### config.mk
export PLATFORM = sky130hd
export DESIGN_NAME = pfsb_bin_update
export DESIGN_NICKNAME = d
export VERILOG_FILES = /design/src/design/pfsb_pkg.sv /design/src/design/pfsb_bin_update.sv
export SDC_FILE = /design/constraint.sdc
export NUM_CORES = 1
export LEC_CHECK = 0
export ABC_CLOCK_PERIOD_IN_PS = 3300
export BUFFER_PORTS_ARGS = -buffer_cell sky130_fd_sc_hd__buf_2
export CORE_MARGIN = 2
export CORE_UTILIZATION = 45
export DETAILED_ROUTE_END_ITERATION = 8
export PLACE_DENSITY_LB_ADDON = 0.05
export SYNTH_ARGS = -nofsm -noshare
export SYNTH_HDL_FRONTEND = slang
export SYNTH_SLANG_ARGS = --single-unit
### constraint.sdc
create_clock -name vclk -period 3.3
set_input_delay 0.33 -clock vclk [all_inputs]
set_output_delay 0.33 -clock vclk [all_outputs]
set_load 0.05 [all_outputs]
### src/design/pfsb_pkg.sv
`timescale 1ns / 1ps
// ----------------------------------------------------------------------------
// pfsb_pkg
// Shared types and constants for the polar free-space bin profile.
// ----------------------------------------------------------------------------
package pfsb_pkg;

    localparam int BIN_W        = 9;
    localparam int DIST_W       = 16;
    localparam int CLASS_W      = 3;
    localparam int NUM_BINS_DEF = 360;

    localparam logic [DIST_W-1:0] NO_GROUND   = 16'd0;
    localparam logic [DIST_W-1:0] NO_OBSTACLE = 16'd63936;

    localparam logic KIND_UPDATE = 1'b0;
    localparam logic KIND_READ   = 1'b1;

    localparam logic [CLASS_W-1:0] CLS_ROAD    = 3'd0;
    localparam logic [CLASS_W-1:0] CLS_OBJECT  = 3'd1;
    localparam logic [CLASS_W-1:0] CLS_UNKNOWN = 3'd2;
    localparam logic [CLASS_W-1:0] CLS_WALL    = 3'd3;

    typedef struct packed {
        logic               kind;
        logic [CLASS_W-1:0] cell_class;
        logic [BIN_W-1:0]   angle_bin;
        logic [DIST_W-1:0]  distance;
    } cell_beat_t;

    typedef struct packed {
        logic [BIN_W-1:0]  bin_index;
        logic [DIST_W-1:0] ground_reach;
        logic [DIST_W-1:0] obstacle_reach;
        logic [DIST_W-1:0] free_reach;
    } bin_result_t;

    typedef struct packed {
        logic [DIST_W-1:0] ground;
        logic [DIST_W-1:0] obstacle;
    } bin_entry_t;

    typedef struct packed {
        logic wr_en;
        logic res_valid;
    } upd_ctl_t;

    localparam bin_entry_t ENTRY_INIT = '{ground: NO_GROUND, obstacle: NO_OBSTACLE};

endpackage

### src/design/pfsb_bin_update.sv
`timescale 1ns / 1ps
// ----------------------------------------------------------------------------
// pfsb_bin_update
// Per-beat bin logic: raise ground, lower obstacle, or read and clear.
// ----------------------------------------------------------------------------
module pfsb_bin_update (
    input  pfsb_pkg::cell_beat_t  item,
    input  logic                  in_range,
    input  pfsb_pkg::bin_entry_t  stored,
    output pfsb_pkg::upd_ctl_t    ctl,
    output pfsb_pkg::bin_entry_t  new_entry,
    output pfsb_pkg::bin_result_t res
);
    import pfsb_pkg::*;

    bin_entry_t seen;
    logic       is_obstacle;

    assign is_obstacle = (item.cell_class == CLS_OBJECT) ||
                         (item.cell_class == CLS_UNKNOWN) ||
                         (item.cell_class == CLS_WALL);

    always_comb
    begin
        seen          = in_range ? stored : ENTRY_INIT;
        new_entry     = stored;
        ctl.wr_en     = in_range;
        ctl.res_valid = (item.kind == KIND_READ);

        if (item.kind == KIND_READ)
        begin
            new_entry = ENTRY_INIT;
        end
        else if (item.cell_class == CLS_ROAD)
        begin
            if (item.distance > stored.ground)
            begin
                new_entry.ground = item.distance;
            end
        end
        else if (is_obstacle)
        begin
            if (item.distance < stored.obstacle)
            begin
                new_entry.obstacle = item.distance;
            end
        end

        res.bin_index      = item.angle_bin;
        res.ground_reach   = seen.ground;
        res.obstacle_reach = seen.obstacle;
        res.free_reach     = (seen.ground == NO_GROUND || seen.ground > seen.obstacle)
                             ? seen.obstacle : seen.ground;
    end

endmodule

Yosys cells after proc, flatten, opt, wreduce, memory -nomap -nowiden
Cells that the tools add are included.

Input bits: 62. Output and inout port bits: 91. Word-level logic and storage cells: 19. Flip-flop bits (word level): 0.

Reductions and logical operators: 5. Mux-type cells: 8. Equality and inequality tests: 3. Magnitude comparators: 3.

Operators with widths (number): 16-bit 2-to-1 mux (6); 32-bit 2-to-1 mux (2); 16-bit > comparator (2); 16-bit zero test (1); 16-bit < comparator (1); 3-bit by 2-bit == test with 1-bit output, second input constant (2); 3-bit by 1-bit == test with 1-bit output, second input constant (1); 3-bit zero test (1); 1-bit logical OR (3).

Longest topological paths before layout
Gate-level depths: netlist of the first run.

Depth after elaboration: 6. Mapped depth: 11. Gate-level depth less buffers: 10.

Worst setup path before layout of the first run
OpenSTA, ideal clock, no wires.

Path kind: input-to-output. Start point: input in_range. End point: output res[11] (netlist bit). Arrival: 3.293 ns. Cell stages on the path: 10. Slack: -0.323 ns. Cells stage by stage: clkbuf_1 > and2_1 > ha_1 > a21oi_1 > o21a_1 > o221a_2 > nor2_1 > o31ai_4 > buf_12 > mux2i_1.

RTL lines: from (decl) (RTL line pfsb_bin_update.sv:8) `input logic in_range,`; to (decl) (RTL line pfsb_bin_update.sv:12) `output pfsb_pkg::bin_result_t res`.

==> qor.yml, run 1 <==
nFillCells: 502
final-setup-viol-count: 0
hold_buffers: 0
holdWs_ns: 0.660
final_hold_viol_count: 0
netlist_instances: 341
ys_seq_area_frac: 0
placed_area_um2: 3120
synthToLayoutAreaGrowth_pct: 32.3
yosys.area.top_type_share: 0.248
routed_wl_um: 7640
min_period_ns: 3.15
regArea_um2: 0
post_cts_resized: 0
drc: 0
grt_max_degree: 58
multiInputGateArea_um2: 2070
drtIter0Drc: 95
gr-usage-all-layers: 0.253
seq_cells: 0
gp_congestion: 0.858
antenna_found_initial: 0
hpwlAfterDp_um: 6450
holdCritStartpoint: "item[22]"
post_drt_wl_per_cell_um: 14.3
num_io_pins: 153
worstPathRequired_ns: 2.97
crit_type: "in2out"
synthDistinctLibCells: 39
grt_pass1_wl_um: 12400
startpoint_type: "primary input"
yosys_warnings: 0
post_cts_buffers: 0
synth_area_leaders: "ha_1 (25%), mux2i_1 (10%), nand2b_1 (8.4%), inv_1 (7.4%), a21oi_1 (5.1%)"
std_cell_rows: 26
crit_path_end_kind: "output pin"
status: "finished, final reports clean"
timing.setup.tns_ns: 0
holdPathStages: 0
slew_viol_final: 0
netlist_area_um2: 2370
ant_nets: 0
fmax_mhz: 318
arrival_ns: 2.82
fin_crit_sh: 0.953
relSlewSlack: 0.491
leakage_nw: 1.74
grt_setup_unrepaired: "no"
final_core_util: 0.615
die_area_um2: 5870
crit_fanout: 24
nNetsFinal: 576
pwr_density_cell_nw_per_um2: 198
final_cell_mix: "buf_2 (132), inv_1 (47), ha_1 (47), nand2b_1 (32), a21oi_1 (24)"
firstDrtPassIters: 4
syn_area_per_cell_um2: 6.96
initial_utilization: 0.464
setup_ws_ns: 0.154
layout-drive-gt1-share: 0.370
hp-class: "in2out"
syn_nets: 450
num_antenna_cells: 0
grt_overflow: 0
coreArea_um2: 5110
yosysTopAreaCell: "ha_1"
die_h_um: 76.6
hold_path_end: "res[54]"
tightest_slew_ns: 0.764
grt_pass1_vias: 2567
clkbuf_count: 0
fin_area_um2: 3140
io_buffer_count: 135
maxCapViolations: 0
max-vdd-ir-drop_uv: 107
vias: 2731
layout_commonest_cell: "buf_2"
viasPerCell: 5.10
dp_slack_ns: 0.0600
die_w_um: 76.6
==> per-stage QoR <==
step / total power [mW] / std cells
after floorplan: 0.477 / 341
after global placement: 0.614 / 535
after detailed placement: 0.618 / 535
after CTS: 0.620 / 535
after global routing: 0.670 / 535
final: 0.622 / 535
==> worst max-delay path: stages <==
cell and delay (ns):
clkbuf_4 0.20, and2_1 0.21, ha_1 0.31, nand4_1 0.14, or4_4 0.59, nor2_2 0.11
nand2_1 0.09, o31ai_4 0.09, buf_6 0.19, mux2_2 0.33, clkbuf_4 0.21
==> per-layer routing <==
layer  share of wire  track usage
met1            0.44        0.316
met2            0.48        0.477
met3           0.059       0.0213
met4           0.018       0.0400
met5               0            0
==> synth_stat cells <==
cell type	count
a2111oi_0	1
a211oi_1	1
a21boi_0	1
a21o_1	3
a21oi_1	24
a21oi_2	1
a21oi_4	1
a221oi_1	1
and2_1	16
and4_1	1
buf_12	1
buf_2	1
buf_4	11
clkbuf_1	13
ha_1	47
inv_1	47
mux2_2	6
mux2_4	2
mux2i_1	24
nand2_1	19
nand2b_1	32
nand3_1	4
nand3b_1	8
nand4_1	9
nand4b_1	1
nor2_1	14
nor2b_1	16
nor3_1	10
nor3b_1	1
nor4_1	4
o211ai_1	4
o21a_1	1
o21ai_0	9
o21ai_1	2
o221a_2	1
o31ai_1	1
o31ai_4	1
o41ai_1	1
or4_4	1
==> worst max path at each step <==
stage | start | end | slack [ns]
2_1_floorplan | in_range | res[11] | -0.09
3_3_place_gp | in_range | res[1] | 0.12
3_5_place_dp | in_range | res[4] | 0.06
4_1_cts | in_range | res[4] | 0.06
5_1_grt | in_range | res[3] | 0.002
6_report | in_range | res[3] | 0.15
==> final cells by class <==
class	count	share of cell area
tap	70	0.0279
timing repair buffer	150	0.256
multi-input combinational	268	0.660
inverter	47	0.0562
==> cells by family (layout without fill, tap and decap cells) <==
kind of cell,Yosys count,count (layout),synth area share
buffers and inverters,73,197,0.140
AND/OR/NAND/NOR,136,136,0.325
multiplexers,32,32,0.142
adder cells (fa/ha/maj),47,47,0.248
AO/OA/AOI/OAI,53,53,0.144
==> power by group <==
| group | internal [mW] | leakage (nW) | total [mW] | switching, mW |
|---|---|---|---|---|
| Combinational | 0.188 | 1.74 | 0.622 | 0.434 |
| Sequential | 0 | 0 | 0 | 0 |
| Clock | 0 | 0 | 0 | 0 |
Power figures use the tool's default switching activity.
==> run 2: changes to the inputs <==
ABC_AREA = 1   (was not set)
==> qor.yml, run 2 <==
tightest_slew_ns: 1.03  # +0.263 ns
maxCapViolations: 0  # unchanged
final_cell_mix: "buf_2 (135), nand2_1 (110), inv_1 (82), nor2_1 (47), ha_1 (47)"
std_cell_rows: 26  # unchanged
status: "finished, final reports clean"
netlist_area_um2: 2360  # -0.42%
synthSimpleGateAreaFrac: 0.392  # +0.0671
yosys.area.top_type_share: 0.249  # +0.00105
regArea_um2: 0  # unchanged
num_io_pins: 153  # unchanged
crit_path_end_kind: "output pin"
clkbuf_count: 0  # unchanged
ys_seq_area_frac: 0  # unchanged
die_area_um2: 5850  # -0.39%
instances_no_fill: 624  # +17%
netlist_instances: 444  # +30%
post_cts_buffers: 0  # unchanged
final-setup-viol-count: 0  # unchanged
synthDistinctLibCells: 22  # -44%
worstPathRequired_ns: 2.97  # about the same
gr-usage-all-layers: 0.266  # +0.0125
min_period_ns: 2.93  # -0.214 ns
relSlewSlack: 0.313  # -0.178
synth_area_leaders: "ha_1 (25%), nand2_1 (17%), inv_1 (13%), a21oi_1 (9.1%), nor2_1 (7.5%)"
gp_congestion: 0.943  # +10%
synthAdderAreaFrac: 0.249  # +0.00105
ys_top_cells_by_count: "nand2_1 (110), inv_1 (82), ha_1 (47), nor2_1 (47), a21oi_1 (43)"
drtIter0Drc: 134  # +41%
synth_mux_area_frac: 0  # -0.142
leakage_nw: 2.00  # +15%
die_w_um: 76.5  # -0.20%
synthToLayoutAreaGrowth_pct: 26.7
max-vdd-ir-drop_uv: 95.7  # -11%
crit_type: "in2out"
hold_buffers: 0  # unchanged
drc: 0  # unchanged
synth.most_common_cell: "nand2_1"
layout-drive-gt1-share: 0.258  # -0.112
num_antenna_cells: 0  # unchanged
arrival_ns: 2.60  # -0.22 ns
nNetsFinal: 665  # +15%
die_h_um: 76.5  # -0.20%
pwr_density_cell_nw_per_um2: 215  # +8.3%
initial_utilization: 0.465  # +0.00101
path_delay_family: "simple AND/OR/NAND/NOR gates"
vias: 3122  # +14%
final_hold_viol_count: 0  # unchanged
coreArea_um2: 5070  # -0.64%
syn_nets: 553  # +23%
yosys_warnings: 0  # unchanged
synth_top_family_by_area: "simple AND/OR/NAND/NOR gates"
syn_area_per_cell_um2: 5.32  # -24%
fin_crit_sh: 0.888  # -0.0649
fmax_mhz: 341  # +7.3%
post_cts_resized: 0  # unchanged
cp_common_cell: "nand2_1"
grt_overflow: 0  # unchanged
grt_setup_unrepaired: "no"
seq_cells: 0  # unchanged
cpMaxStageDelayCell: "buf_2"
startpoint_type: "primary input"
grt_pass1_wl_um: 13300  # +6.7%
yosysTopAreaCell: "ha_1"
grt_max_degree: 33  # -43%
synth_compound_area_frac: 0.149  # +0.00485
crit_buf_inv: 4  # +1
max_stage_delay_ns: 0.33  # -0.26 ns
ant_nets: 0  # unchanged
crit_path_cell_trace: "buf_2 -> inv_1 -> nor2_1 -> ha_1 -> nand2_1 -> inv_1 -> nor3_1 -> nand2_1 -> nand2_1 -> nand2_1 -> nand2_1 -> nand2_4 -> o21ai_0 -> buf_2"
crit_fanout: 32  # +33%
placed_cells: 624  # +17%
post_drt_wl_per_cell_um: 12.7  # -11%
synth_xor_area_frac: 0  # unchanged
antenna_found_initial: 0  # unchanged
routed_wl_um: 7900  # +3.4%
hp-class: "in2out"
grt_pass1_vias: 2812  # +9.5%
layout_commonest_cell: "buf_2"
slew_viol_final: 0  # unchanged
io_buffer_count: 135  # unchanged
firstDrtPassIters: 5  # +1
timing.setup.tns_ns: 0  # unchanged
hpwlAfterDp_um: 6790  # +5.2%
nFillCells: 574  # +14%
viasPerCell: 5.00  # -2.0%
==> run 2: logic make-up after synthesis <==
logic type      Yosys count
compound gates           68
simple gates            217
buf+inv                 112
fa+ha+maj                47
==> run 2: area by class of cell <==
type	count	area [um2]	share of cell area
multi-input combinational	332	1880	0.630
timing repair buffer	140	713	0.238
inverter	82	308	0.103
tap	70	87.6	0.0293
==> run 2: worst paths after layout <==
| kind | start | end | slack [ns] | cells after the start |
|---|---|---|---|---|
| setup / recovery | in_range | res[5] | 0.37 | 14 |
| hold / removal | item[24] | res[56] | 0.66 | 0 |
==> run 2: per-layer routing <==
layer / GRT usage / vias up / share of wire
li1: - / 1639 / -
met1: 0.327 / 1342 / 0.41
met2: 0.512 / 137 / 0.50
met3: 0.0308 / 4 / 0.079
met4: 0.0164 / 0 / 0.0062
met5: 0 / - / 0
==> run 2: power by group <==
group          switching (mW)  internal (mW)
clock network               0              0
logic                   0.474          0.168
registers                   0              0
total                   0.474          0.168
==> run 2: metrics by stage <==
step	utilization	power [mW]	cell area [um2]	setup slack, ns	hold WS (ns)
final	0.590	0.642	2990	0.368	0.660
after global routing	0.590	0.700	2990	0.00997	0.660
after CTS	0.589	0.643	2990	0.252	0.660
after detailed placement	0.589	0.640	2990	0.263	0.660
after global placement	0.589	0.634	2990	0.397	0.660
after floorplan	-	0.506	2360	-0.206	0.827
==> run 3: changes to the inputs <==
==> constraint.sdc (replaced) <==
create_clock -name vclk -period 3.3
set_input_delay 0.33 -clock vclk [all_inputs]
set_output_delay 0.33 -clock vclk [all_outputs]
set_load 0.1 [all_outputs]
==> qor.yml, run 3 (same netlist as run 2, synthesis figures left out) <==
layout-drive-gt1-share: 0.302  # +0.0440
synthToLayoutAreaGrowth_pct: 48.9
grt_pass1_vias: 3076  # +9.4%
die_h_um: 76.5  # unchanged
ant_nets: 0  # unchanged
antenna_found_initial: 0  # unchanged
arrival_ns: 2.64  # +0.04 ns
grt_max_degree: 33  # unchanged
num_io_pins: 153  # unchanged
num_antenna_cells: 0  # unchanged
final_hold_viol_count: 0  # unchanged
crit_type: "in2out"
die_area_um2: 5850  # unchanged
fin_crit_sh: 0.899  # +0.0108
maxCapViolations: 0  # unchanged
nFillCells: 488  # -15%
initial_utilization: 0.465  # unchanged
hold_buffers: 0  # unchanged
final-setup-viol-count: 0  # unchanged
regArea_um2: 0  # unchanged
crit_path_end_kind: "output pin"
grt_overflow: 0  # unchanged
final_cell_mix: "buf_2 (117), nand2_1 (109), inv_1 (79), nor2_1 (47), ha_1 (44)"
vias: 3226  # +3.3%
crit_fanout: 17  # -47%
post_cts_buffers: 0  # unchanged
gr-usage-all-layers: 0.286  # +0.0203
worstPathRequired_ns: 2.97  # about the same
min_period_ns: 2.97  # +0.0355 ns
tightest_slew_ns: 0.802  # -0.225 ns
firstDrtPassIters: 4  # -1
std_cell_rows: 26  # unchanged
relSlewSlack: 0.464  # +0.150
holdWs_ns: 0.660  # +0.0000250 ns
dp_slack_ns: 0.351  # +0.0879 ns
drtIter0Drc: 120  # -10%
nNetsFinal: 667  # +0.30%
pwr_density_cell_nw_per_um2: 293  # +36%
viasPerCell: 5.15  # +3.0%
leakage_nw: 2.11  # +5.5%
multiInputGateArea_um2: 2100  # +11%
io_buffer_count: 135  # unchanged
slew_viol_final: 0  # unchanged
finalPower_mw: 1.03  # +60%
setup_ws_ns: 0.333  # -0.0355 ns
grt_setup_unrepaired: "no"
startpoint_type: "primary input"
timing.setup.tns_ns: 0  # unchanged
status: "finished, final reports clean"
die_w_um: 76.5  # unchanged
max-vdd-ir-drop_uv: 219  # +130%
grt_pass1_wl_um: 14300  # +7.7%
hp-class: "in2out"
drc: 0  # unchanged
clkbuf_count: 0  # unchanged
hpwlAfterDp_um: 7470  # +10%
routed_wl_um: 8670  # +9.8%
coreArea_um2: 5070  # unchanged
post_cts_resized: 0  # unchanged
layout_commonest_cell: "buf_2"
fin_area_um2: 3520  # +18%
gp_congestion: 0.919  # -2.6%
seq_cells: 0  # unchanged
fmax_mhz: 337  # -1.2%
placed_area_um2: 3520  # +18%
post_drt_wl_per_cell_um: 13.9  # +9.4%
## run 3: cell types whose count changed in the layout (fill, tap and decap cells not counted), sizes merged
| cell | previous run | this run |
|---|---|---|
| clkinvlp | 0 | 3 |
| inv | 82 | 79 |
| buf | 140 | 142 |
## run 3: critical path, stage by stage
cell,delay [ns]
buf_2,0.12
inv_1,0.05
ha_1,0.30
nand4_1,0.14
nor3_1,0.28
a31oi_2,0.39
buf_4,0.33
nand3b_1,0.10
nand2_1,0.05
nor2_1,0.10
buf_2,0.44
## run 3: final timing paths
path                  startpoint       endpoint  slack (ns)  cells past startpoint
worst max-delay path  stored[31]  new_entry[28]        0.33                     11
worst min-delay path    item[17]        res[49]        0.66                      0
## run 3: area by class of cell
class	instances	area share
tap	70	0.0249
timing repair buffer	142	0.287
multi-input combinational	332	0.597
inverter	82	0.0907
## run 3: per-layer routing
metal | track usage | share of wire | vias to the layer above
met5 | 0 | 0 | -
met4 | 0.0455 | 0.013 | 0
met3 | 0.0237 | 0.058 | 14
met2 | 0.514 | 0.49 | 118
met1 | 0.377 | 0.44 | 1454
li1 | - | - | 1640
## run 3: per-stage QoR
stage               cells   util
floorplan             444      -
global placement      626  0.693
detailed placement    626  0.693
CTS                   626  0.693
global route          626  0.693
finish                626  0.693
## run 3: report_power, final
| part | internal, mW | switching (mW) | leakage, nW |
|---|---|---|---|
| clock network | 0 | 0 | 0 |
| logic | 0.251 | 0.778 | 2.11 |
| registers | 0 | 0 | 0 |
