## config.mk

```make
export PLATFORM = sky130hd
export DESIGN_NAME = pfsb_clear_seq
export DESIGN_NICKNAME = d
export VERILOG_FILES = /design/src/design/pfsb_pkg.sv /design/src/design/pfsb_clear_seq.sv
export SDC_FILE = /design/constraint.sdc
export NUM_CORES = 1
export LEC_CHECK = 0
export ABC_AREA = 1
export BUFFER_PORTS_ARGS = -buffer_cell sky130_fd_sc_hd__buf_2
export CORE_MARGIN = 10
export CORE_UTILIZATION = 34
export CTS_CLUSTER_SIZE = 20
export DETAILED_ROUTE_END_ITERATION = 8
export GPL_TIMING_DRIVEN = 0
export PLACE_DENSITY = 0.57
export SLEW_MARGIN = 15
export SYNTH_ARGS = -nofsm -noshare
export SYNTH_HDL_FRONTEND = slang
export SYNTH_SLANG_ARGS = --single-unit
```

## constraint.sdc

```tcl
create_clock -name clk -period 1.63 [get_ports clk]
set_input_delay 0.2445 -clock clk [delete_from_list [all_inputs] [get_ports clk]]
set_output_delay 0.2445 -clock clk [all_outputs]
set_load 0.005 [all_outputs]
```

## src/design/pfsb_pkg.sv

```systemverilog
`timescale 1ns / 1ps
// ----------------------------------------------------------------------------
// pfsb_pkg
// Shared types and constants for the polar free-space bin profile.
// ----------------------------------------------------------------------------
package pfsb_pkg;

    localparam int BIN_W        = 9;
    localparam int DIST_W       = 16;
    localparam int CLASS_W      = 3;
    localparam int NUM_BINS_DEF = 360;

    localparam logic [DIST_W-1:0] NO_GROUND   = 16'd0;
    localparam logic [DIST_W-1:0] NO_OBSTACLE = 16'd63936;

    localparam logic KIND_UPDATE = 1'b0;
    localparam logic KIND_READ   = 1'b1;

    localparam logic [CLASS_W-1:0] CLS_ROAD    = 3'd0;
    localparam logic [CLASS_W-1:0] CLS_OBJECT  = 3'd1;
    localparam logic [CLASS_W-1:0] CLS_UNKNOWN = 3'd2;
    localparam logic [CLASS_W-1:0] CLS_WALL    = 3'd3;

    typedef struct packed {
        logic               kind;
        logic [CLASS_W-1:0] cell_class;
        logic [BIN_W-1:0]   angle_bin;
        logic [DIST_W-1:0]  distance;
    } cell_beat_t;

    typedef struct packed {
        logic [BIN_W-1:0]  bin_index;
        logic [DIST_W-1:0] ground_reach;
        logic [DIST_W-1:0] obstacle_reach;
        logic [DIST_W-1:0] free_reach;
    } bin_result_t;

    typedef struct packed {
        logic [DIST_W-1:0] ground;
        logic [DIST_W-1:0] obstacle;
    } bin_entry_t;

    typedef struct packed {
        logic wr_en;
        logic res_valid;
    } upd_ctl_t;

    localparam bin_entry_t ENTRY_INIT = '{ground: NO_GROUND, obstacle: NO_OBSTACLE};

endpackage

```

## src/design/pfsb_clear_seq.sv

```systemverilog
`timescale 1ns / 1ps
// ----------------------------------------------------------------------------
// pfsb_clear_seq
// Post-reset sweep that writes the initial entry into every bin.
// ----------------------------------------------------------------------------
module pfsb_clear_seq #(
    parameter int DEPTH = pfsb_pkg::NUM_BINS_DEF,
    parameter int IDX_W = $clog2(DEPTH)
) (
    input  logic             clk,
    input  logic             rst_n,
    output logic             busy,
    output logic [IDX_W-1:0] addr
);
    import pfsb_pkg::*;

    localparam logic [IDX_W-1:0] LAST = IDX_W'(DEPTH - 1);

    logic             busy_reg;
    logic             busy_next;
    logic [IDX_W-1:0] cnt_reg;
    logic [IDX_W-1:0] cnt_next;

    always_comb
    begin
        busy_next = busy_reg;
        cnt_next  = cnt_reg;
        if (busy_reg)
        begin
            if (cnt_reg == LAST)
            begin
                busy_next = 1'b0;
            end
            else
            begin
                cnt_next = cnt_reg + 1'b1;
            end
        end
    end

    always_ff @(posedge clk or negedge rst_n)
    begin
        if (!rst_n)
        begin
            busy_reg <= 1'b1;
            cnt_reg  <= '0;
        end
        else
        begin
            busy_reg <= busy_next;
            cnt_reg  <= cnt_next;
        end
    end

    assign busy = busy_reg;
    assign addr = cnt_reg;

endmodule

```

== Word-level counts from Yosys, hierarchy flattened ==
Index checks and enable logic that the tools add are counted.

* Word-level logic and storage cells: 8
* Bits in registers: 10

* $add $sub $neg: 1
* Equality and inequality tests: 1
* Reductions and logical operators: 1
* Multiplexer cells: 2
* Bitwise logic cells: 1

{| class="wikitable"
|+ Operators by type and width
! kind !! number
|-
| 9-bit by 1-bit adder with 9-bit output (second input constant) || 1
|-
| 9-bit == test (second input constant) || 1
|-
| 1-bit 2-to-1 mux || 2
|-
| 2-bit AND reduction || 1
|-
| 1-bit inverter || 1
|}

== Logic depth before layout (Yosys ltp) ==
Gate-level depths: netlist (run 1).

* Word-level depth: 3
* Depth in mapped cells: 8

== Worst setup path after synthesis (run 1) ==
OpenSTA, ideal clock, no wires.

* Path kind: register -> register
* From: register cnt_reg[0] (netlist: addr[0])
* To: register cnt_reg[7] (netlist: addr[7])
* Cell stages (with the launch flop): 9
* Slack: 429 ps
* Path buffers: 0
* Required time: 1514 ps
* Period minus slack after synthesis: 1201 ps
* Data arrival time: 1084 ps
* Path through: dfrtp_1 > ha_1 > nand2_1 > inv_1 > nand2_1 > nor2_2 > nor2_4 > nand2_1 > nand2_1

* Word-level cells in the longest chain between the ends: 3
* Elaborated cells between the ends (all ways): 4
* Classes of those cells: 1 x add/sub; 1 x eq/ne; 1 x bitwise; 1 x reduce/logical

{| class="wikitable"
|+ Ends and longest elaborated chain
! what !! line !! text
|-
| from (decl) || pfsb_clear_seq.sv:21 || <nowiki>logic [IDX_W-1:0] cnt_reg;</nowiki>
|-
| from (signal assigned) || pfsb_clear_seq.sv:51 || <nowiki>cnt_reg <= cnt_next;</nowiki>
|-
| parallel branches: the longest is 3 deep, another holds 9-bit by 1-bit adder with 9-bit output || -- ||
|}

Several ways; the timed one is not identified.
A chain may end at the register's enable or synchronous reset.

== Worst setup path in the final report (run 1) ==
* From: register cnt_reg[0] (netlist: addr[0])
* To: register cnt_reg[6] (netlist: addr[6])

The elaborated chain is that of the path after synthesis.

==> flow_metrics.tcl, run 1 <==
set metrics [dict create \
    status "finished clean" \
    p_per_area_mw_per_mm2 596 \
    routed_wl_um 1390 \
    start_util 0.359 \
    grt-busiest-layer "met2" \
    ys_seq_area_frac 0.405 \
    path_cells "ha_1 -> nand2_1 -> inv_1 -> nand2_1 -> nor2_2 -> nor2_4 -> nand2_1 -> nand2_1" \
    crit_fanout 9 \
    die_y_um 62.7 \
    grt_pass1_wl_um 2500 \
    skew_ps 6.57 \
    viasPerCell 4.42 \
    worst_r2r_path_depth 8 \
    start_kind "register" \
    cts_tree "built" \
    drive_gt1_frac 0.206 \
    final_common_cell "nand2_1" \
    fin_nets 111 \
    post_cts_resized 0 \
    end_kind "register" \
    max-cap-violations 0 \
    utilization 0.430 \
    yosysWarningCount 0 \
    ir_drop_uv 378 \
    syn_nets 94 \
    total_power_mw 0.443 \
    synth_cell_type_count 18 \
    critical_path_class "reg2reg" \
    track_usage 0.0781 \
    rows 15 \
    final-setup-viol-count 0 \
    post-place-ws_ps 270 \
    grt_setup_unrepaired "no" \
    rrSetupSlack_ps 280 \
    use_met3 0.0323 \
    timing.final.max_slew_violations 0 \
    ant_nets 0 \
    clk_pin_slew_ps 70 \
    die_w_um 62.7 \
    io_buffers 11 \
    cts_setup_buffers 0 \
    largest_reg_flops 9 \
    pin_count 12 \
    fin_crit_ps 1350 \
    area_growth_pct 19.8 \
    worstPathArrival_ps 1560 \
    setup.worst_path.start "addr[0]" \
    vias 584 \
    overflow 0 \
    slowest_stage "dfrtp_1" \
    coreArea_sq_mm 0.00173 \
    hpwlAfterDp_um 1010 \
    critPathTopFamily "simple AND/OR/NAND/NOR gates" \
    cpMostUsedCell "nand2_1" \
    worst_slew_pin_slew_ps 238 \
    first_pass_iters 4 \
    dieArea_sq_mm 0.00393 \
    gp_congestion 0.787 \
    finalHoldViolCount 0 \
    use_met2 0.109 \
    syn_avg_cell_area_sq_um 6.82 \
    mostFrequentLayoutCells "nand2_1, buf_2, inv_1, dfrtp_1, nor2_1" \
    relSlewSlack 0.841 \
    wl_per_cell_um 10.5 \
    drc_errors 0 \
    cts-root-to-sink-buffers 2 \
    antenna_cells 0 \
    place_inst 127 \
    finalNonFillerCells 132 \
    cts_buffers 3 \
    leakage_nw 0.403 \
    grt_max_degree 11 \
    ys_ff_latch 10 \
    cts_max_level 1 \
    cts.hold.buffers_added 1 \
    hp-class "in2async" \
    crit_required_ps 1840 \
    netlist_area_sq_um 621 \
    max_freq_mhz 742 \
    met1_usage 0.0955 \
    drt_iter0_markers 10 \
    critPathBufInv 1 \
    cts_sinks 10 \
    clock_latency_ps 270 \
    grt_pass1_vias 535 \
    r2r_end "addr[6]" \
    synthCells 91 \
    setup_slack_ps 283 \
    max_stage_delay_ps 420 \
    antenna_found_initial 0 \
    worstReg2RegStart "addr[0]" \
    layout_worst_path_cycle_share 0.826 \
    clockRootBuffer "clkbuf_4" \
    setup-tns-final_ps 0 \
]
cell families (layout without fill, tap and decap cells):
group	after synthesis	in the layout	share of synthesized area
AND/OR/NAND/NOR	63	63	0.431
adder cells (fa/ha/maj)	1	1	0.0202
flip-flops	10	10	0.405
AO/OA/AOI/OAI	2	2	0.0161
buffers and inverters	12	28	0.0847
XOR/XNOR	3	3	0.0423
final cells by class:
cell class	count	area, sq um
Buffer	1	11.3
Clock buffer	4	26.3
Fill cell	198	983
Inverter	11	41.3
Multi-Input combinational cell	69	317
Sequential cell	10	251
Tap cell	25	31.3
Timing Repair Buffer	12	65.1
power breakdown:
part           switching [mW]  internal, mW  total, mW  leakage [nW]
sequential                  0         0.248      0.248         0.136
clock                  0.0923        0.0948      0.187        0.0150
combinational         0.00509       0.00244    0.00753         0.252
layer usage:
layer	vias up	share of wire
met1	265	0.50
met3	4	0.057
met2	13	0.43
met5	-	0
li1	302	-
met4	0	0.019
Yosys cell counts (all sizes together):
library cell  instances  area (sq um)
nand3b                1          7.51
ha                    1          12.5
dfrtp                 9           225
inv                  11          41.3
dfstp                 1          26.3
o21ai                 2          10.0
nand3                 4          20.0
xor2                  2          17.5
buf                   1          11.3
nor2                 11          53.8
nand2                47           186
xnor2                 1          8.76
through the flow:
step	hold WS, ps	area, sq um
6_report	356	743
2_1_floorplan	-51.1	621
3_3_place_gp	125	707
3_5_place_dp	126	707
5_1_grt	371	743
4_1_cts	368	743
worst max-delay path by stage:
stage | slack, ps | cells after the start | to
2_1_floorplan | 430 | 8 | addr[7]
3_3_place_gp | 290 | 8 | addr[5]
3_5_place_dp | 270 | 8 | addr[6]
4_1_cts | 250 | 8 | addr[6]
5_1_grt | 120 | 8 | addr[5]
6_report | 280 | 8 | addr[6]
(Power assumes the default switching activity.)
==> run 2, diff against run 1 <==
--- a/config.mk
+++ b/config.mk
@@ -12,7 +12,7 @@
 export CTS_CLUSTER_SIZE = 20
 export DETAILED_ROUTE_END_ITERATION = 8
 export GPL_TIMING_DRIVEN = 0
-export PLACE_DENSITY = 0.57
+export PLACE_DENSITY = 0.58
 export SLEW_MARGIN = 15
 export SYNTH_ARGS = -nofsm -noshare
 export SYNTH_HDL_FRONTEND = slang
==> constraint.sdc (replaced) <==
create_clock -name clk -period 1.2 [get_ports clk]
set_input_delay 0.18 -clock clk [delete_from_list [all_inputs] [get_ports clk]]
set_output_delay 0.18 -clock clk [all_outputs]
set_load 0.005 [all_outputs]
==> run 2 against run 1 <==
  * Core utilization rose by 5.9 points
  * Count of clock-buffer cells in the layout did not move
  * Clock power rose by 70%
  * Global-route usage rose by 0.72 points
  * Combinational power rose by 35%
  * Sequential share of layout area fell by 3.9 points
  * Critical path depth fell by 2
  * Worst setup slack got worse by 280 ps
  * Clock skew fell by 5.4 ps
  * Largest power group unchanged
==> flow_metrics.tcl, run 2 (synthesis results as in run 1) <==
set metrics [dict create \
    combPwrFrac 0.015 \
    gp_congestion 0.785 \
    p_switching_mw 0.139 \
    ant_nets 0 \
    die_y_um 62.7 \
    skew_ps 1.16 \
    path_cells "ha_4 -> nand2_2 -> nor2_1 -> nand2_2 -> nand2_2 -> o21ai_1" \
    cts_buffers 3 \
    drc_errors 0 \
    clk_pin_slew_ps 70 \
    setup.worst_path.start "addr[0]" \
    viasPerCell 4.45 \
    area_growth_pct 36.1 \
    final_common_cell "nand2_1" \
    cts-root-to-sink-buffers 2 \
    start_kind "register" \
    fin_crit_ps 1190 \
    leakage_nw 0.441 \
    worstPathArrival_ps 1360 \
    fin_nets 119 \
    rrSetupSlack_ps 5 \
    coreArea_sq_mm 0.00173 \
    place_inst 127 \
    track_usage 0.0853 \
    critical_path_class "reg2reg" \
    io_buffers 11 \
    internal_power_mw 0.525 \
    antenna_found_initial 0 \
    mostFrequentLayoutCells "nand2_1, buf_2, inv_1, dfrtp_1, nor2_1" \
    seqPwrFrac 0.507 \
    ir_drop_uv 432 \
    cts_tree "built" \
    cts_max_level 1 \
    critPathBufInv 0 \
    start_util 0.359 \
    status "finished clean" \
    worst_r2r_path_depth 6 \
    critPathTopFamily "simple AND/OR/NAND/NOR gates" \
    final-setup-viol-count 0 \
    finalNonFillerCells 140 \
    vias 623 \
    worstReg2RegStart "addr[0]" \
    power_frac_clock 0.477 \
    grt_max_degree 11 \
    end_kind "register" \
    drt_iter0_markers 19 \
    drive_gt1_frac 0.339 \
    cpMostUsedCell "nand2_2" \
    grt_pass1_wl_um 2700 \
    die_w_um 62.7 \
    max-cap-violations 0 \
    crit_fanout 5 \
    antenna_cells 0 \
    grt_pass1_vias 612 \
    finalHoldViolCount 0 \
    routed_wl_um 1550 \
    r2r_end "addr[2]" \
    p_per_area_mw_per_mm2 786 \
    timing.final.max_slew_violations 0 \
    first_pass_iters 4 \
    fill_cells 192 \
    slowest_stage "dfrtp_1" \
    largest_reg_flops 9 \
    wl_per_cell_um 11.0 \
    grt_setup_unrepaired "yes" \
    relSlewSlack 0.842 \
    crit_required_ps 1360 \
    rows 15 \
    total_power_mw 0.664 \
    cts_sinks 10 \
    clock_latency_ps 270 \
    hp-class "in2async" \
    switching_share 0.210 \
    clockRootBuffer "clkbuf_4" \
    max_freq_mhz 837 \
    max_stage_delay_ps 400 \
    overflow 0 \
    worst_slew_pin_slew_ps 237 \
    layout_worst_path_cycle_share 0.996 \
    hpwlAfterDp_um 1010 \
    pin_count 12 \
    dieArea_sq_mm 0.00393 \
]
[run 2: per-stage QoR]
stage          TNS [ps]  worst slack (ps)  hold WS (ps)  area (sq um)  utilization
2_1_floorplan         0              12.8          -116           623            -
3_3_place_gp       -549             -67.5          59.5           709        0.411
3_5_place_dp       -787             -99.5          61.4           709        0.411
4_1_cts               0              13.2           301           810        0.469
5_1_grt            -642             -72.1           319           845        0.489
6_report              0              5.33           289           845        0.489
[run 2: layer usage]
layer | global-route usage | vias up | wire length, um
met5 | 0 | - | 0
met4 | 0.0335 | 0 | 51
met3 | 0.0466 | 7 | 93
met2 | 0.128 | 16 | 673
met1 | 0.0984 | 279 | 726
li1 | - | 321 | -
[run 2: area by class of cell]
type	instances	area (sq um)	share of cell area
Multi-Input combinational cell	71	362	0.428
Sequential cell	10	253	0.299
Timing Repair Buffer	18	110	0.130
Inverter	11	41.3	0.0489
Clock buffer	4	36.3	0.0430
Tap cell	25	31.3	0.0370
Buffer	1	11.3	0.0133
[run 2: repair_timing]
action | CTS | global route
endpoints found under the setup margin | 10 | 9
hold buffers | 1 | 0
hold endpoints to repair | 9 | 0
cloned | 1 | 1
pin swaps | 3 | 5
gates resized for setup | 5 | 5
setup buffers | 3 | 3
[run 2: worst max-delay path by stage]
| stage | to | slack (ps) | depth (start not counted) |
|---|---|---|---|
| finish | addr[2] | 5 | 6 |
| global placement | addr[5] | -70 | 8 |
| detailed placement | addr[5] | -100 | 8 |
| global route | addr[4] | -70 | 7 |
| floorplan | addr[7] | 10 | 8 |
| CTS | addr[5] | 10 | 8 |
[run 2: power groups by stage]
stage | Combinational, mW | Clock [mW] | Sequential [mW]
floorplan | 0.000000184 | 0 | 0.343
global route | 0.0122 | 0.345 | 0.337
global placement | 0.00857 | 0 | 0.343
detailed placement | 0.00870 | 0 | 0.343
CTS | 0.0112 | 0.327 | 0.337
finish | 0.0102 | 0.317 | 0.337
==> run 3, diff against run 2 <==
--- a/config.mk
+++ b/config.mk
@@ -5,14 +5,14 @@
 export SDC_FILE = /design/constraint.sdc
 export NUM_CORES = 1
 export LEC_CHECK = 0
-export ABC_AREA = 1
 export BUFFER_PORTS_ARGS = -buffer_cell sky130_fd_sc_hd__buf_2
+export CAP_MARGIN = 20
 export CORE_MARGIN = 10
 export CORE_UTILIZATION = 34
 export CTS_CLUSTER_SIZE = 20
 export DETAILED_ROUTE_END_ITERATION = 8
 export GPL_TIMING_DRIVEN = 0
-export PLACE_DENSITY = 0.58
+export PLACE_DENSITY = 0.6
 export SLEW_MARGIN = 15
 export SYNTH_ARGS = -nofsm -noshare
 export SYNTH_HDL_FRONTEND = slang
==> run 3 against run 2 <==
  * The flow now finishes with violations (setup timing)
  * First-iteration DRC count up 5.3%
  * Critical endpoint is now addr[1]
  * Critical path depth down 2
  * Register-to-register slack worse by 110 ps
  * Count of clock-buffer cells in the layout unchanged
  * Sequential share of layout area up 6.1 points
  * Largest cell class is now flip-flops and latches
  * Final area down 17%
  * Routed wire length down 21%
  * Worst setup slack worse by 110 ps
  * Synthesized area down 24%
  * Hold slack better by 2.3 ps
  * Non-clock buffer count up 2
  * Core utilization up 5.2 points
==> flow_metrics.tcl, run 3 <==
set metrics [dict create \
    crit_required_ps 1360 \
    cts_sinks 10 \
    wl_met3_um 119 \
    failed_checks "setup timing" \
    worstPathArrival_ps 1470 \
    pin_count 12 \
    dr_wl_met2_um 543 \
    die_y_um 57.2 \
    synth_common_cells "dfrtp_1, nand2_1, xor2_1" \
    switching_share 0.217 \
    yosysMostFrequentCell "dfrtp_1" \
    routed_wl_um 1220 \
    synth.top_cell.area_share 0.477 \
    end_kind "register" \
    dieArea_sq_mm 0.00328 \
    hpwlAfterDp_um 749 \
    worst_r2r_path_depth 4 \
    drive_gt1_frac 0.554 \
    skew_ps 2.15 \
    ir_drop_uv 547 \
    overflow 0 \
    fill_cells 121 \
    viasPerCell 4.98 \
    hp-class "in2async" \
    clk_pin_slew_ps 80 \
    max_freq_mhz 767 \
    antenna_cells 0 \
    wl_met1_um 540 \
    critical_path_class "reg2reg" \
    final_common_cell "buf_2" \
    cts_buffers 3 \
    relSlewSlack 0.844 \
    drc_errors 0 \
    syn_avg_cell_area_sq_um 11.8 \
    largest_reg_flops 9 \
    setup-tns-final_ps -373 \
    netlist_area_sq_um 472 \
    leakage_nw 0.397 \
    post-place-ws_ps -300 \
    grt_pass1_wl_um 1890 \
    drt_iter0_markers 20 \
    setup_slack_ps -104 \
    finalHoldViolCount 0 \
    vias 398 \
    track_usage 0.0741 \
    layout_worst_path_cycle_share 1.09 \
    ant_nets 0 \
    syn_nets 43 \
    crit_fanout 2 \
    fin_crit_ps 1300 \
    start_kind "register" \
    clock_latency_ps 270 \
    max-cap-violations 0 \
    grt_max_degree 11 \
    rows 13 \
    timing.final.max_slew_violations 0 \
    mostFrequentLayoutCells "buf_2, buf_4, dfrtp_1, nand2_1, xor2_1" \
    cts_max_level 1 \
    synthCells 40 \
    ys_seq_area_frac 0.533 \
    status "finished, violations left" \
    area_growth_pct 49.3 \
    power_frac_clock 0.483 \
    first_pass_iters 4 \
    start_util 0.362 \
    routed.top_layer "met4" \
    gp_congestion 0.762 \
    fin_nets 69 \
    combPwrFrac 0.015 \
    internal_power_mw 0.525 \
    final-setup-viol-count 8 \
    grt_pass1_vias 419 \
    yosysWarningCount 0 \
    synth_edf_count 0 \
    synthTopCellsByArea "dfrtp_1, xor2_1, dfstp_2" \
    ys.flop_type "dfrtp_1" \
    worst_slew_pin_slew_ps 233 \
    antenna_found_initial 0 \
    die_w_um 57.2 \
    synthArstFlopShare 1.00 \
    wl_per_cell_um 15.3 \
    synth_top_cell_by_area "dfrtp_1" \
    p_per_area_mw_per_mm2 951 \
    ys_ff_latch 10 \
    seqPwrFrac 0.502 \
    coreArea_sq_mm 0.00130 \
    io_buffers 11 \
    cts_tree "built" \
    grt_setup_unrepaired "yes" \
    clockRootBuffer "clkbuf_4" \
    p_switching_mw 0.146 \
    synth_cell_type_count 19 \
    cts-root-to-sink-buffers 2 \
]
-- run 3: final timing paths --
check | start | endpoint | slack [ps]
setup reg to reg | addr[0] | addr[1] | -100
setup / recovery | addr[0] | addr[1] | -100
hold / removal | rst_n | addr[6] | 290
hold reg to reg | addr[8] | addr[8] | 540
max in group asynchronous | rst_n | busy | 650
min in group clk | addr[8] | addr[8] | 540
-- run 3: critical path, cell delays in order, from the launching register on --
cell and delay (ps):
dfrtp_1 400, ha_4 150, nand4bb_1 140, o21ai_2 190
mux2_4 310
-- run 3: per-stage QoR --
stage / util / power (mW) / cell area, sq um / hold slack (ps) / instances
final: 0.541 / 0.670 / 704 / 292 / 80
after detailed placement: 0.421 / 0.352 / 548 / 54.9 / 66
after floorplan: - / 0.343 / 474 / -116 / 40
after global routing: 0.541 / 0.700 / 704 / 308 / 80
after CTS: 0.505 / 0.670 / 657 / 304 / 77
after global placement: 0.421 / 0.351 / 548 / 51.3 / 66
-- run 3: layer usage --
layer | track usage | vias up
met5 | 0 | -
met3 | 0.0398 | 4
met1 | 0.0790 | 188
met2 | 0.110 | 14
met4 | 0.0503 | 0
li1 | - | 192
-- run 3: logic make-up after synthesis --
group | Yosys count | synth area share
mux | 1 | 0.0318
compound gates | 6 | 0.0875
xor+xnor | 6 | 0.111
simple gates | 15 | 0.202
fa+ha+maj | 1 | 0.0265
flops | 10 | 0.533
buf+inv | 1 | 0.00795
-- run 3: final cells by class --
type / count / area, sq um / share of cell area
Clock buffer: 4 / 36.3 / 0.0515
Inverter: 1 / 3.75 / 0.00533
Multi-Input combinational cell: 29 / 249 / 0.353
Sequential cell: 10 / 254 / 0.361
Tap cell: 15 / 18.8 / 0.0266
Timing Repair Buffer: 21 / 143 / 0.202
-- run 3: power by group through the flow --
| stage | combinational (mW) | clock [mW] | sequential, mW |
|---|---|---|---|
| floorplan | 0.000000124 | 0 | 0.343 |
| global placement | 0.00802 | 0 | 0.343 |
| detailed placement | 0.00826 | 0 | 0.343 |
| CTS | 0.0110 | 0.322 | 0.337 |
| global route | 0.0118 | 0.352 | 0.337 |
| finish | 0.0100 | 0.323 | 0.337 |
-- run 3: what timing repair did --
action,CTS,global route
setup buffers,6,3
resized for setup,4,7
endpoints found under the setup margin,6,10
hold buffers,1,0
pin swaps,3,3
endpoints found under the hold margin,9,0
